<file path="src/assert_macros.svh">
// Assertion macros shared by the segmenter RTL.
// Include-guarded; no other dependencies.
`ifndef ASSERT_MACROS_SVH
`define ASSERT_MACROS_SVH

// Expression must hold at every clock edge out of reset.
`define PPS_ASSERT_ALWAYS(lbl, clk, rstn, expr, msg) \
    lbl: assert property (@(posedge clk) disable iff (!rstn) (expr)) \
        else $error(msg);

// Antecedent at one edge implies consequent at the next edge.
`define PPS_ASSERT_NEXT(lbl, clk, rstn, ante, cons, msg) \
    lbl: assert property (@(posedge clk) disable iff (!rstn) (ante) |=> (cons)) \
        else $error(msg);

`endif

</file>
<file path="src/pps_pkg.sv">
// Shared types and constants for the projection profile segmenter.
// No dependencies.
`timescale 1ns / 1ps

package pps_pkg;

    localparam int unsigned GAP_W       = 8;
    localparam int unsigned PIXEL_W     = 16;
    localparam int unsigned SEG_W       = 12;
    localparam int unsigned CFG_DATA_W  = 16;
    localparam int unsigned CFG_INDEX_W = 1;

    localparam int unsigned MAX_SCANS_DEFAULT   = 4096;
    localparam int unsigned QUEUE_DEPTH_DEFAULT = 4;

    localparam logic [GAP_W-1:0]   GAP_THRESHOLD_RESET = 8'd5;
    localparam logic [PIXEL_W-1:0] INK_VALUE_RESET     = 16'd0;

    // Configuration register indexes
    localparam logic [CFG_INDEX_W-1:0] CFG_GAP_THRESHOLD = 1'b0;
    localparam logic [CFG_INDEX_W-1:0] CFG_INK_VALUE     = 1'b1;

    // One finished scan line, handed from front to back
    typedef struct packed {
        logic ink;   // line held at least one ink pixel
        logic last;  // line closes the image
    } line_event_t;

    // One emitted segment
    typedef struct packed {
        logic [SEG_W-1:0] seg_start;
        logic [SEG_W-1:0] seg_end;
        logic [SEG_W-1:0] seg_number;
        logic             image_done;
    } seg_result_t;

endpackage

</file>
<file path="src/projection_profile_segmenter_unit.sv">
// A line-ending pixel's result passes a queue entry, then the result register.
// Throughput: one pixel beat per cycle; the front stalls only when the line-event queue fills
// while the result register is held by the consumer.
// Reset (rst_n, asynchronous, active low): segment state and counters clear,
// gap_threshold returns to 5 and ink_value to 0.
// Top level: configuration registers, front end, line-event queue and back end.
// Depends on pps_pkg, pps_front, pps_fifo and pps_back.
`timescale 1ns / 1ps

module projection_profile_segmenter_unit #(
    parameter int unsigned MAX_SCANS   = pps_pkg::MAX_SCANS_DEFAULT,
    parameter int unsigned QUEUE_DEPTH = pps_pkg::QUEUE_DEPTH_DEFAULT
) (
    input  logic                            clk,
    input  logic                            rst_n,
    input  logic                            cfg_we,
    input  logic [pps_pkg::CFG_INDEX_W-1:0] cfg_index,
    input  logic [pps_pkg::CFG_DATA_W-1:0]  cfg_wdata,
    input  logic                            pixel_valid,
    output logic                            pixel_ready,
    input  logic [pps_pkg::PIXEL_W-1:0]     pixel_value,
    input  logic                            end_of_scan,
    input  logic                            end_of_image,
    output logic                            seg_valid,
    input  logic                            seg_ready,
    output logic [pps_pkg::SEG_W-1:0]       seg_start,
    output logic [pps_pkg::SEG_W-1:0]       seg_end,
    output logic [pps_pkg::SEG_W-1:0]       seg_number,
    output logic                            image_done
);
    import pps_pkg::*;

    logic [GAP_W-1:0]   gap_threshold_reg, gap_threshold_next;
    logic [PIXEL_W-1:0] ink_value_reg,     ink_value_next;

    logic               ev_push;
    line_event_t        ev_push_data;
    logic               q_full;
    logic               ev_pop;
    line_event_t        ev_pop_data;
    logic               q_not_empty;
    seg_result_t        res;

    // Configuration write decode
    always_comb
    begin
        gap_threshold_next = gap_threshold_reg;
        ink_value_next     = ink_value_reg;
        if (cfg_we)
        begin
            case (cfg_index)
                CFG_GAP_THRESHOLD: gap_threshold_next = cfg_wdata[GAP_W-1:0];
                CFG_INK_VALUE:     ink_value_next     = cfg_wdata[PIXEL_W-1:0];
                default:           ;
            endcase
        end
    end

    always_ff @(posedge clk or negedge rst_n)
    begin
        if (!rst_n)
        begin
            gap_threshold_reg <= GAP_THRESHOLD_RESET;
            ink_value_reg     <= INK_VALUE_RESET;
        end
        else
        begin
            gap_threshold_reg <= gap_threshold_next;
            ink_value_reg     <= ink_value_next;
        end
    end

    pps_front u_front (
        .clk          (clk),
        .rst_n        (rst_n),
        .pixel_valid  (pixel_valid),
        .pixel_ready  (pixel_ready),
        .pixel_value  (pixel_value),
        .end_of_scan  (end_of_scan),
        .end_of_image (end_of_image),
        .ink_value    (ink_value_reg),
        .q_full       (q_full),
        .ev_push      (ev_push),
        .ev_data      (ev_push_data)
    );

    pps_fifo #(
        .DEPTH (QUEUE_DEPTH)
    ) u_queue (
        .clk       (clk),
        .rst_n     (rst_n),
        .push      (ev_push),
        .push_data (ev_push_data),
        .full      (q_full),
        .pop       (ev_pop),
        .pop_data  (ev_pop_data),
        .not_empty (q_not_empty)
    );

    pps_back #(
        .MAX_SCANS (MAX_SCANS)
    ) u_back (
        .clk           (clk),
        .rst_n         (rst_n),
        .gap_threshold (gap_threshold_reg),
        .ev_valid      (q_not_empty),
        .ev_data       (ev_pop_data),
        .ev_pop        (ev_pop),
        .res_valid     (seg_valid),
        .res_ready     (seg_ready),
        .res           (res)
    );

    assign seg_start  = res.seg_start;
    assign seg_end    = res.seg_end;
    assign seg_number = res.seg_number;
    assign image_done = res.image_done;

endmodule

</file>
<file path="src/pps_front.sv">
// Front end: accepts pixel beats, detects ink, emits one event per scan line.
// Depends on pps_pkg.
`timescale 1ns / 1ps

module pps_front (
    input  logic                         clk,
    input  logic                         rst_n,
    input  logic                         pixel_valid,
    output logic                         pixel_ready,
    input  logic [pps_pkg::PIXEL_W-1:0]  pixel_value,
    input  logic                         end_of_scan,
    input  logic                         end_of_image,
    input  logic [pps_pkg::PIXEL_W-1:0]  ink_value,
    input  logic                         q_full,
    output logic                         ev_push,
    output pps_pkg::line_event_t         ev_data
);
    import pps_pkg::*;

    logic scan_has_ink_reg;
    logic scan_has_ink_next;
    logic accept;
    logic line_ink;
    logic line_end;

    // Take a beat whenever the queue has room
    assign pixel_ready = !q_full;
    assign accept      = pixel_valid && pixel_ready;

    // Ink flag for the line so far, including this pixel
    assign line_ink = scan_has_ink_reg || (pixel_value == ink_value);
    assign line_end = end_of_scan || end_of_image;

    assign ev_push      = accept && line_end;
    assign ev_data.ink  = line_ink;
    assign ev_data.last = end_of_image;

    always_comb
    begin
        scan_has_ink_next = scan_has_ink_reg;
        if (accept)
        begin
            scan_has_ink_next = line_end ? 1'b0 : line_ink;
        end
    end

    always_ff @(posedge clk or negedge rst_n)
    begin
        if (!rst_n)
        begin
            scan_has_ink_reg <= 1'b0;
        end
        else
        begin
            scan_has_ink_reg <= scan_has_ink_next;
        end
    end

endmodule

</file>
<file path="src/pps_fifo.sv">
// Short queue of scan-line events between front and back.
// Depends on pps_pkg and assert_macros.svh.
`timescale 1ns / 1ps
`include "assert_macros.svh"

module pps_fifo #(
    parameter int unsigned DEPTH = pps_pkg::QUEUE_DEPTH_DEFAULT
) (
    input  logic                  clk,
    input  logic                  rst_n,
    input  logic                  push,
    input  pps_pkg::line_event_t  push_data,
    output logic                  full,
    input  logic                  pop,
    output pps_pkg::line_event_t  pop_data,
    output logic                  not_empty
);
    import pps_pkg::*;

    localparam int unsigned PTR_W = (DEPTH > 1) ? $clog2(DEPTH) : 1;
    localparam int unsigned CNT_W = $clog2(DEPTH + 1);

    line_event_t            mem_reg [DEPTH];
    logic [PTR_W-1:0]       wr_ptr_reg;
    logic [PTR_W-1:0]       wr_ptr_next;
    logic [PTR_W-1:0]       rd_ptr_reg;
    logic [PTR_W-1:0]       rd_ptr_next;
    logic [CNT_W-1:0]       count_reg;
    logic [CNT_W-1:0]       count_next;

    assign full      = (count_reg == CNT_W'(DEPTH));
    assign not_empty = (count_reg != '0);
    assign pop_data  = mem_reg[rd_ptr_reg];

    // Pointer and fill count update
    always_comb
    begin
        wr_ptr_next = wr_ptr_reg;
        rd_ptr_next = rd_ptr_reg;
        count_next  = count_reg;
        if (push)
        begin
            wr_ptr_next = (wr_ptr_reg == PTR_W'(DEPTH - 1)) ? '0 : wr_ptr_reg + 1'b1;
        end
        if (pop)
        begin
            rd_ptr_next = (rd_ptr_reg == PTR_W'(DEPTH - 1)) ? '0 : rd_ptr_reg + 1'b1;
        end
        case ({push, pop})
            2'b10:   count_next = count_reg + 1'b1;
            2'b01:   count_next = count_reg - 1'b1;
            default: count_next = count_reg;
        endcase
    end

    always_ff @(posedge clk or negedge rst_n)
    begin
        if (!rst_n)
        begin
            wr_ptr_reg <= '0;
            rd_ptr_reg <= '0;
            count_reg  <= '0;
        end
        else
        begin
            wr_ptr_reg <= wr_ptr_next;
            rd_ptr_reg <= rd_ptr_next;
            count_reg  <= count_next;
        end
    end

    // Entry storage, no reset needed
    always_ff @(posedge clk)
    begin
        if (push)
        begin
            mem_reg[wr_ptr_reg] <= push_data;
        end
    end

    `PPS_ASSERT_ALWAYS(a_no_overflow, clk, rst_n, !(push && full), "push into full queue")
    `PPS_ASSERT_ALWAYS(a_no_underflow, clk, rst_n, !(pop && !not_empty), "pop from empty queue")

endmodule

</file>
<file path="src/pps_back.sv">
// Back end: tracks segments over scan-line events and holds the result register.
// Depends on pps_pkg and assert_macros.svh.
`timescale 1ns / 1ps
`include "assert_macros.svh"

module pps_back #(
    parameter int unsigned MAX_SCANS = pps_pkg::MAX_SCANS_DEFAULT
) (
    input  logic                        clk,
    input  logic                        rst_n,
    input  logic [pps_pkg::GAP_W-1:0]   gap_threshold,
    input  logic                        ev_valid,
    input  pps_pkg::line_event_t        ev_data,
    output logic                        ev_pop,
    output logic                        res_valid,
    input  logic                        res_ready,
    output pps_pkg::seg_result_t        res
);
    import pps_pkg::*;

    localparam int unsigned SCAN_W = $clog2(MAX_SCANS);

    // Scan index to output field width
    function automatic logic [SEG_W-1:0] to_seg(input logic [SCAN_W-1:0] v);
        logic [SCAN_W+SEG_W-1:0] tmp;
        tmp = {{SEG_W{1'b0}}, v};
        return tmp[SEG_W-1:0];
    endfunction

    logic [SCAN_W-1:0] scan_index_reg,    scan_index_next;
    logic              in_segment_reg,    in_segment_next;
    logic [SCAN_W-1:0] open_start_reg,    open_start_next;
    logic [GAP_W-1:0]  blank_run_reg,     blank_run_next;
    logic [SEG_W-1:0]  segment_count_reg, segment_count_next;
    logic              res_valid_reg,     res_valid_next;
    seg_result_t       res_reg,           res_next;

    logic              emit;
    logic [GAP_W-1:0]  blank_inc;
    logic [SCAN_W-1:0] run_m;
    logic [SCAN_W:0]   end_wrapped;
    logic [SCAN_W-1:0] gap_end;
    logic [SCAN_W-1:0] run_mod_tbl [2**GAP_W];

    // Blank run reduced modulo the scan count (constant table)
    for (genvar g = 0; g < 2**GAP_W; g++)
    begin : g_run_mod
        assign run_mod_tbl[g] = SCAN_W'(g % MAX_SCANS);
    end

    // Pop when the result register is free or drains this cycle
    assign ev_pop    = ev_valid && (!res_valid_reg || res_ready);
    assign res_valid = res_valid_reg;
    assign res       = res_reg;

    // Last inked line of a gap-closed segment
    assign blank_inc   = blank_run_reg + 1'b1;
    assign run_m       = run_mod_tbl[blank_inc];
    assign end_wrapped = {1'b0, scan_index_reg} + (SCAN_W + 1)'(MAX_SCANS) - {1'b0, run_m};
    assign gap_end     = (scan_index_reg >= run_m) ? (scan_index_reg - run_m)
                                                   : end_wrapped[SCAN_W-1:0];

    // Segment tracking for one popped scan line
    always_comb
    begin
        scan_index_next    = scan_index_reg;
        in_segment_next    = in_segment_reg;
        open_start_next    = open_start_reg;
        blank_run_next     = blank_run_reg;
        segment_count_next = segment_count_reg;
        res_next           = res_reg;
        emit               = 1'b0;

        if (ev_pop)
        begin
            if (ev_data.ink)
            begin
                if (!in_segment_reg)
                begin
                    in_segment_next = 1'b1;
                    open_start_next = scan_index_reg;
                end
                blank_run_next = '0;
            end
            else if (in_segment_reg)
            begin
                if (blank_inc >= gap_threshold)
                begin
                    // gap reached: close the segment
                    emit                = 1'b1;
                    res_next.seg_start  = to_seg(open_start_reg);
                    res_next.seg_end    = to_seg(gap_end);
                    res_next.image_done = 1'b0;
                    in_segment_next     = 1'b0;
                    blank_run_next      = '0;
                end
                else
                begin
                    blank_run_next = blank_inc;
                end
            end

            if (ev_data.last)
            begin
                // flush an open segment and rewind for the next image
                if (in_segment_next)
                begin
                    emit                = 1'b1;
                    res_next.seg_start  = to_seg(open_start_next);
                    res_next.seg_end    = to_seg(scan_index_reg);
                    res_next.image_done = 1'b1;
                end
                scan_index_next = '0;
                in_segment_next = 1'b0;
                open_start_next = '0;
                blank_run_next  = '0;
            end
            else
            begin
                scan_index_next = (scan_index_reg == SCAN_W'(MAX_SCANS - 1))
                                  ? '0 : scan_index_reg + 1'b1;
            end

            if (emit)
            begin
                segment_count_next  = segment_count_reg + 1'b1;
                res_next.seg_number = segment_count_reg + 1'b1;
            end
        end
    end

    // Result register valid flag
    always_comb
    begin
        res_valid_next = res_valid_reg;
        if (ev_pop)
        begin
            res_valid_next = emit;
        end
        else if (res_ready)
        begin
            res_valid_next = 1'b0;
        end
    end

    always_ff @(posedge clk or negedge rst_n)
    begin
        if (!rst_n)
        begin
            scan_index_reg    <= '0;
            in_segment_reg    <= 1'b0;
            open_start_reg    <= '0;
            blank_run_reg     <= '0;
            segment_count_reg <= '0;
            res_valid_reg     <= 1'b0;
        end
        else
        begin
            scan_index_reg    <= scan_index_next;
            in_segment_reg    <= in_segment_next;
            open_start_reg    <= open_start_next;
            blank_run_reg     <= blank_run_next;
            segment_count_reg <= segment_count_next;
            res_valid_reg     <= res_valid_next;
        end
    end

    // Result payload, no reset needed
    always_ff @(posedge clk)
    begin
        res_reg <= res_next;
    end

    `PPS_ASSERT_ALWAYS(a_blank_in_segment, clk, rst_n,
        (blank_run_reg == '0) || in_segment_reg, "blank run outside a segment")
    `PPS_ASSERT_NEXT(a_image_rewind, clk, rst_n, ev_pop && ev_data.last,
        (scan_index_reg == '0) && !in_segment_reg, "no rewind after image end")
    `PPS_ASSERT_ALWAYS(a_number_tracks_count, clk, rst_n,
        !res_valid_reg || (res_reg.seg_number == segment_count_reg),
        "result number differs from segment count")

endmodule
</file>
<file path="config.mk">
export PLATFORM = sky130hd
export DESIGN_NAME = projection_profile_segmenter_unit
export DESIGN_NICKNAME = d
export VERILOG_FILES = /design/src/pps_pkg.sv /design/src/projection_profile_segmenter_unit.sv /design/src/pps_front.sv /design/src/pps_fifo.sv /design/src/pps_back.sv
export VERILOG_INCLUDE_DIRS = /design/src /design/src/src
export SDC_FILE = /design/constraint.sdc
export NUM_CORES = 1
export LEC_CHECK = 0
export ABC_AREA = 1
export BUFFER_PORTS_ARGS = -buffer_cell sky130_fd_sc_hd__buf_2
export CAP_MARGIN = 20
export CORE_MARGIN = 4
export CORE_UTILIZATION = 53
export DETAILED_ROUTE_END_ITERATION = 8
export PLACE_DENSITY = 0.81
export SETUP_SLACK_MARGIN = 0.5
export SLEW_MARGIN = 25
export SYNTH_ARGS = -nofsm -noshare
export SYNTH_HDL_FRONTEND = slang
export SYNTH_SLANG_ARGS = --single-unit
</file>
<file path="constraint.sdc">
create_clock -name clk -period 3.3 [get_ports clk]
set_input_delay 0.165 -clock clk [delete_from_list [all_inputs] [get_ports clk]]
set_output_delay 0.165 -clock clk [all_outputs]
set_load 0.005 [all_outputs]
</file>
* After elaboration in Yosys (flattened, before gate mapping)
Memories as Yosys holds them, arrays and structs flattened. Index checks and enable logic that the tools add are counted.
Operators by class: $add $sub $neg 10, order comparisons 3, equality and inequality tests 7, multiplexer cells 41, bitwise gates (word level) 2, reduce and logical (&&, ||, !) cells 16
Operators with widths (number):
- $mux W24 | 5
- $mux W12 | 8
- $add A12 B1 Y12 const B | 3
- $mux W8 | 4
- $sub A12 B12 Y12 | 2
- $mux W1 | 21
- $eq A16 B16 Y1 | 1
- $eq A12 B12 Y1 const B | 1
- $ge A12 B12 Y1 | 1
- $ge A9 B9 Y1 const B | 1
- $not A8 Y9 | 1
- $add A8 B1 Y8 const B | 1
- $ge A8 B8 Y1 | 1
- $reduce_and A2 Y1 | 4
- $eq A2 B2 Y1 const B | 3
- $pmux W3 S2 | 1
- $reduce_bool A3 Y1 | 2
- $add A2 B1 Y2 const B | 2
- $mux W2 | 2
- $reduce_bool A2 Y1 | 2
- $add A3 B1 Y3 const B | 1
- $eq A3 B3 Y1 const B | 1
- $logic_and A1 B1 Y1 | 3
- $logic_or A1 B1 Y1 | 3
- other kinds (4) | 5
Word-level totals: bits in registers 115, memory bits (writable) 8, bits in read-only memories 3072, input port bits 40, output and inout bits 39, word-level logic and storage cells 97, memories kept 2
Memory list:
- (name not given) | depth 256, width 12, rd ports 1, clocked after Yosys merged registers in 0, write ports 0, line pps_back.sv:58 | assign run_m = run_mod_tbl[blank_inc];
- u_queue.mem_reg | depth 4, width 2, rd ports 1, clocked after Yosys merged registers in 0, write ports 1, line pps_fifo.sv:23 | line_event_t mem_reg [DEPTH];

* Depth between registers and ports, before layout
depth in word-level cells 12, gate-level depth with buffers 22, mapped depth without buffers 21

* Hierarchy
From an unflattened synthesis, not the netlist that was laid out.
Unflattened totals: cell total of the unflattened synthesis 871, area total of the unflattened synthesis 6990.5 µm²
Modules (own cells, without submodules):
- pps_back | instances 1, cells each 583, area each 4817.1 µm², seq. area each 2262.2 µm²
- projection_profile_segmenter_unit | instances 1, cells each 105, area each 989.7 µm², seq. area each 603.1 µm²
- pps_fifo | instances 1, cells each 81, area each 764.5 µm², seq. area each 415.4 µm²
- pps_front | instances 1, cells each 102, area each 419.2 µm², seq. area each 25.0 µm²

* Worst setup path after synthesis
No wires, ideal clock.
path kind register -> register, from register u_back.res_valid_reg (netlist: u_back.res_valid), to register u_queue.count_reg[2], setup time 131 ps, data arrival time 3019 ps, required time 3169 ps, setup slack 150 ps, cell stages (with the launch flop) 12, buffers on the path 2, clock period less this slack 3150 ps, cells stage by stage dfrtp_1 inv_1 nor2_1 a31oi_4 clkbuf_1 clkbuf_1 ha_1 inv_1 fa_1 a21oi_1 o21ai_0 xor2_1
Between the ends: cells in the longest elaborated chain, start to end 5, elaborated cells between the ends (all ways) 7, those cells by class eq/ne (2); mux (1); reduce/logical (4)
RTL lines:
- from (decl) | line pps_back.sv:35 | logic res_valid_reg, res_valid_next;
- from (signal assigned) | line pps_back.sv:164 | res_valid_reg <= res_valid_next;
- $logic_not A1 Y1 * | line pps_back.sv:52 | assign ev_pop = ev_valid && (!res_valid_reg || res_ready);
- $logic_or A1 B1 Y1 * | line pps_back.sv:52
- $logic_and A1 B1 Y1 * | line pps_back.sv:52
- named net ev_pop | line projection_profile_segmenter_unit.sv:39 | logic ev_pop;
- $eq A2 B1 Y1 or $eq A2 B2 Y1 (tied branches) | line pps_fifo.sv:49 | case ({push, pop})
- $pmux W3 S2 or $reduce_bool A2 Y1 (tied branches)
- to (signal assigned) | line pps_fifo.sv:68 | count_reg <= count_next;
- to (decl) | line pps_fifo.sv:28 | logic [CNT_W-1:0] count_reg;
Mark *: on every way through the listed nets, which the timed path passes. The rest lies on a longest branch. A chain may end at the register's enable or synchronous reset.

* Final worst setup path
from register u_back.blank_run_reg[0], to register u_back.res_reg, in the netlist u_back.res[24], data pin
Between the ends: cells in the longest elaborated chain, start to end 12, elaborated cells between the ends (all ways) 19, those cells by class add/sub (3); order compare (2); mux (12); bitwise (1); memory (1)
RTL lines:
- from (decl) | line pps_back.sv:33 | logic [GAP_W-1:0] blank_run_reg, blank_run_next;
- from (signal assigned) | line pps_back.sv:162 | blank_run_reg <= blank_run_next;
- $add A8 B1 Y8 * | line pps_back.sv:57 | assign blank_inc = blank_run_reg + 1'b1;
- $not A8 Y9 (implied by the code) | line pps_back.sv:58
- $mem_v2 Z256 W12
- $mux W12 (implied by the code) (2 in a row) | line pps_back.sv:58
- $sub A12 B12 Y12 (tied with other cells) | line pps_back.sv:59 | assign end_wrapped = {1'b0, scan_index_reg} + (SCAN_W + 1)'(MAX_SCANS) - {1'b0, run_m};
- $mux W12 | line pps_back.sv:60 | assign gap_end = (scan_index_reg >= run_m) ? (scan_index_reg - run_m)
- $mux W24 | line pps_back.sv:87 | if (blank_inc >= gap_threshold)
- $mux W24 | line pps_back.sv:85 | else if (in_segment_reg)
- $mux W24 | line pps_back.sv:76 | if (ev_data.ink)
- $mux W24 | line pps_back.sv:106 | if (in_segment_next)
- $mux W24 * | line pps_back.sv:103 | if (ev_data.last)
- to (signal assigned) | line pps_back.sv:171 | res_reg <= res_next;
- to (decl) | line pps_back.sv:36 | seg_result_t res_reg, res_next;
Every way passes the cells marked *; elsewhere a longest branch is shown, timed or not. The select of a mux whose other input is x is not followed.

==> impl_metrics.ini <==
[timing]
setup_tns_ps = 0
fmax_mhz = 362.8
hold_violations = 0
slew_violations = 0
setup_viol = 0
finalClockSkew_ps = 6.264
layout_min_cycle_time_ps = 2757
rsz0062_at_grt = yes
slew_headroom_pct = 48.37
tightest_slew_ps = 772.6
post-route-period-util_pct = 83.53

[worst_setup_path]
cp.depth = 18
cp_cell_sequence = ha_2 -> xor2_2 -> inv_1 -> ha_1 -> nand2_1 -> nand2_1 -> nand2_1 -> nand3_1 -> nand2_1 -> nand3_1 -> nand3_2 -> nand3_1 -> nand2_1 -> nand2_1 -> nand2_1 -> nand3_1 -> nand2_1 -> inv_1
rrSetupSlack_ps = 540
cp-endpoint = u_back.res[24]$_DFFE_PP_
r2r_end = u_back.res[24]$_DFFE_PP_
worst-setup-path-type = flip-flop to flip-flop
cp_slowest_stage_delay_ps = 410
cp.arrival_ps = 2940
cp_top_family = simple AND/OR/NAND/NOR gates
cp_num_buf_inv = 2
reg2reg_depth = 18
r2r-start = u_back.blank_run_reg[0]$_DFFE_PN0P_
end_kind = flip-flop
setup.worst_path.start = u_back.blank_run_reg[0]$_DFFE_PN0P_
cp_data_required_time_ps = 3480
cpMostUsedCell = nand2_1
worstPathMaxFanout = 5
cp-start-kind = flip-flop
slowest_stage = dfrtp_1

[die]
die_x_um = 119.7
start_util_pct = 54.63
boundaryPins = 79
die-area_um2 = 14340
num_rows = 40
core_um2 = 12110
die_y_um = 119.7

[min_path]
min_path_type = input port to flip-flop

[cts]
cts.sinks = 123
cts_buffer_depth = 2
clkLatencyLatePin_ps = 420
cts_max_level = 4
cts-buffers-inserted = 17
clk_pin_slew_ps = 60
ctsRootBufferMaster = clkbuf_16
cts_tree = built

[global_route]
grt_pass1_wl_um = 24480
grt_max_degree = 79
grtUsageTotal_pct = 21.39
grt_pass1_vias = 5190
overflow = 0
grt_antenna_before_repair = 0

[place]
gp_congestion = 0.8767
placed_cell_area_um2 = 7136
dp_hpwl_um = 9683
io_buffer_count = 78

[logic_synthesis]
synth_nets = 835
syn_area_um2 = 6616
synthSimpleGateAreaFrac_pct = 21.09
yosysTopAreaCellShare_pct = 28.74
yosys_warnings = 0
synth_top_family_by_area = simple AND/OR/NAND/NOR gates
yosys_register_bits = 123
synth.area.top_cells = dfrtp_1, edfxtp_1, nand2_1, inv_1, o21ai_0
synthAdderAreaFrac_pct = 4.955
synthArstFlopShare_pct = 63.41
ys_types = 41
avgSynthCellArea_um2 = 8.593
synth_cells = 770
synth_edf_count = 45
synth_largest_area_cell = dfrtp_1
synthMuxAreaShare_pct = 1.191
synth-xor-area-share_pct = 4.368
synth_compound_area_share_pct = 10.14
ys_seq_area_share_pct = 49.96
synth_ff_type = dfrtp_1

[routing]
dr.pass1.iters = 6
routed_wl_um = 16570
ant_nets = 0
drc = 0
via_per_inst = 5.360
post_drt_wl_per_cell_um = 15.50
via_count = 5730
drtIter0Drc = 582

[power]
p_int_uw = 4784
switchingPower_uw = 3156
p_seq_share_pct = 30.9
ir_worst_vdd_v = 0.0005554
swShare_pct = 39.74
power_uw = 7940
p_leak_uw = 0.004017
clock_power_share_pct = 23.4
power_density_nw_per_um2 = 941.2
pwr-share-comb_pct = 45.7

[finish]
fin_area_um2 = 8436
final_common_cell = nand2_1
area_delta_synth_final_pct = 27.50
drive_above_1_share_pct = 22.86
final_cell_mix = nand2_1, inv_1, buf_2
largest_reg_flops = 37
fin_util_pct = 69.65
diodes = 0
num-nets-final = 953

[status]
status = finished clean

[flow_run]
max_cap_violations = 0
[through the flow]
| step | hold slack (ps) | worst slack [ps] | std cells |
|---|---|---|---|
| final | 3.498 | 543.4 | 1069 |
| after global routing | 32.58 | 335.9 | 1069 |
| after CTS | 0.1218 | 505.8 | 1044 |
| after detailed placement | 396.6 | 333.5 | 999 |
| after global placement | 395.3 | 398.9 | 999 |
| after floorplan | -130.6 | 587.8 | 770 |
[layout make-up]
cell class                      instances  area, um^2
Fill cell                             906        3676
Sequential cell                       123        3306
Tap cell                              168       210.2
Inverter                              109       431.7
Multi-Input combinational cell        517        3003
Clock inverter                         14       152.6
Clock buffer                           18       439.2
Timing Repair Buffer                  119       885.9
Timing Repair inverter                  1       7.507
[power groups by stage]
| stage | combinational (uW) | clock [uW] | sequential (uW) |
|---|---|---|---|
| 2_1_floorplan | 2100 | 0 | 2450 |
| 3_3_place_gp | 2810 | 0 | 2450 |
| 3_5_place_dp | 2880 | 0 | 2460 |
| 4_1_cts | 2990 | 1870 | 2440 |
| 5_1_grt | 4020 | 1950 | 2500 |
| 6_report | 3630 | 1860 | 2460 |
[kinds of logic after synthesis]
logic type                 count (synthesis)
and+or+nand+nor                          328
buffers and inverters                    131
AOI/OAI and AO/OA                        123
DFF                                      123
xor gates and xnor gates                  33
adders and majority gates                 25
muxes                                      7
[cell usage after synthesis, types with 2 or more instances]
cell type / count
nand3_1: 41
or2_2: 3
or2_0: 4
nor3b_1: 2
fa_1: 2
clkbuf_1: 9
dfrtp_1: 76
nand2_4: 3
mux2_2: 7
xnor2_1: 12
nor3_1: 13
inv_2: 2
ha_1: 23
buf_4: 3
nand2_2: 5
edfxtp_1: 45
nor2_1: 53
a21oi_1: 12
o22ai_1: 7
buf_6: 5
nand2_1: 191
nor2_2: 4
o21ai_1: 32
a31oi_1: 2
dfstp_2: 2
buf_2: 4
o21ai_0: 64
nand4_1: 6
inv_1: 106
xor2_1: 21
[repair_timing]
item | 4_1_cts | 5_1_grt
pin swaps | 1 | 14
endpoints found under the hold margin | 88 | 0
gates cloned | 2 | 7
hold buffers | 10 | 0
setup buffers | 1 | 18
setup endpoints to repair | 33 | 47
gates resized for setup | 9 | 58
[per-layer routing]
layer	up-vias	share of wire [%]	global-route usage [%]	routed length, um
met5	-	0	0	0
met4	0	3.4	8.733	566
met3	61	8.3	5.278	1373
met2	279	48	34.78	8032
met1	2650	40	27.51	6592
li1	2740	-	-	-
[worst min-delay path by stage]
stage | start | to | slack, ps | cells past startpoint
6_report | cfg_wdata[2] | gap_threshold_reg[2]$_DFFE_PN1P_ | 3 | 3
5_1_grt | cfg_wdata[11] | ink_value_reg[11]$_DFFE_PN0P_ | 30 | 3
4_1_cts | cfg_wdata[2] | gap_threshold_reg[2]$_DFFE_PN1P_ | 0.1 | 3
3_5_place_dp | rst_n | ink_value_reg[9]$_DFFE_PN0P_ | 400 | 1
3_3_place_gp | rst_n | ink_value_reg[9]$_DFFE_PN0P_ | 400 | 1
2_1_floorplan | rst_n | gap_threshold_reg[1]$_DFFE_PN0P_ | -130 | 0
[worst register-to-register path: cells and delay by family, from the launching register on]
family | cells | cell delay (ps)
simple gates | 13 | 1220
fa+ha+maj | 2 | 580
buf+inv | 2 | 120
flops | 1 | 410
xor+xnor | 1 | 200
(Power assumes the default switching activity.)
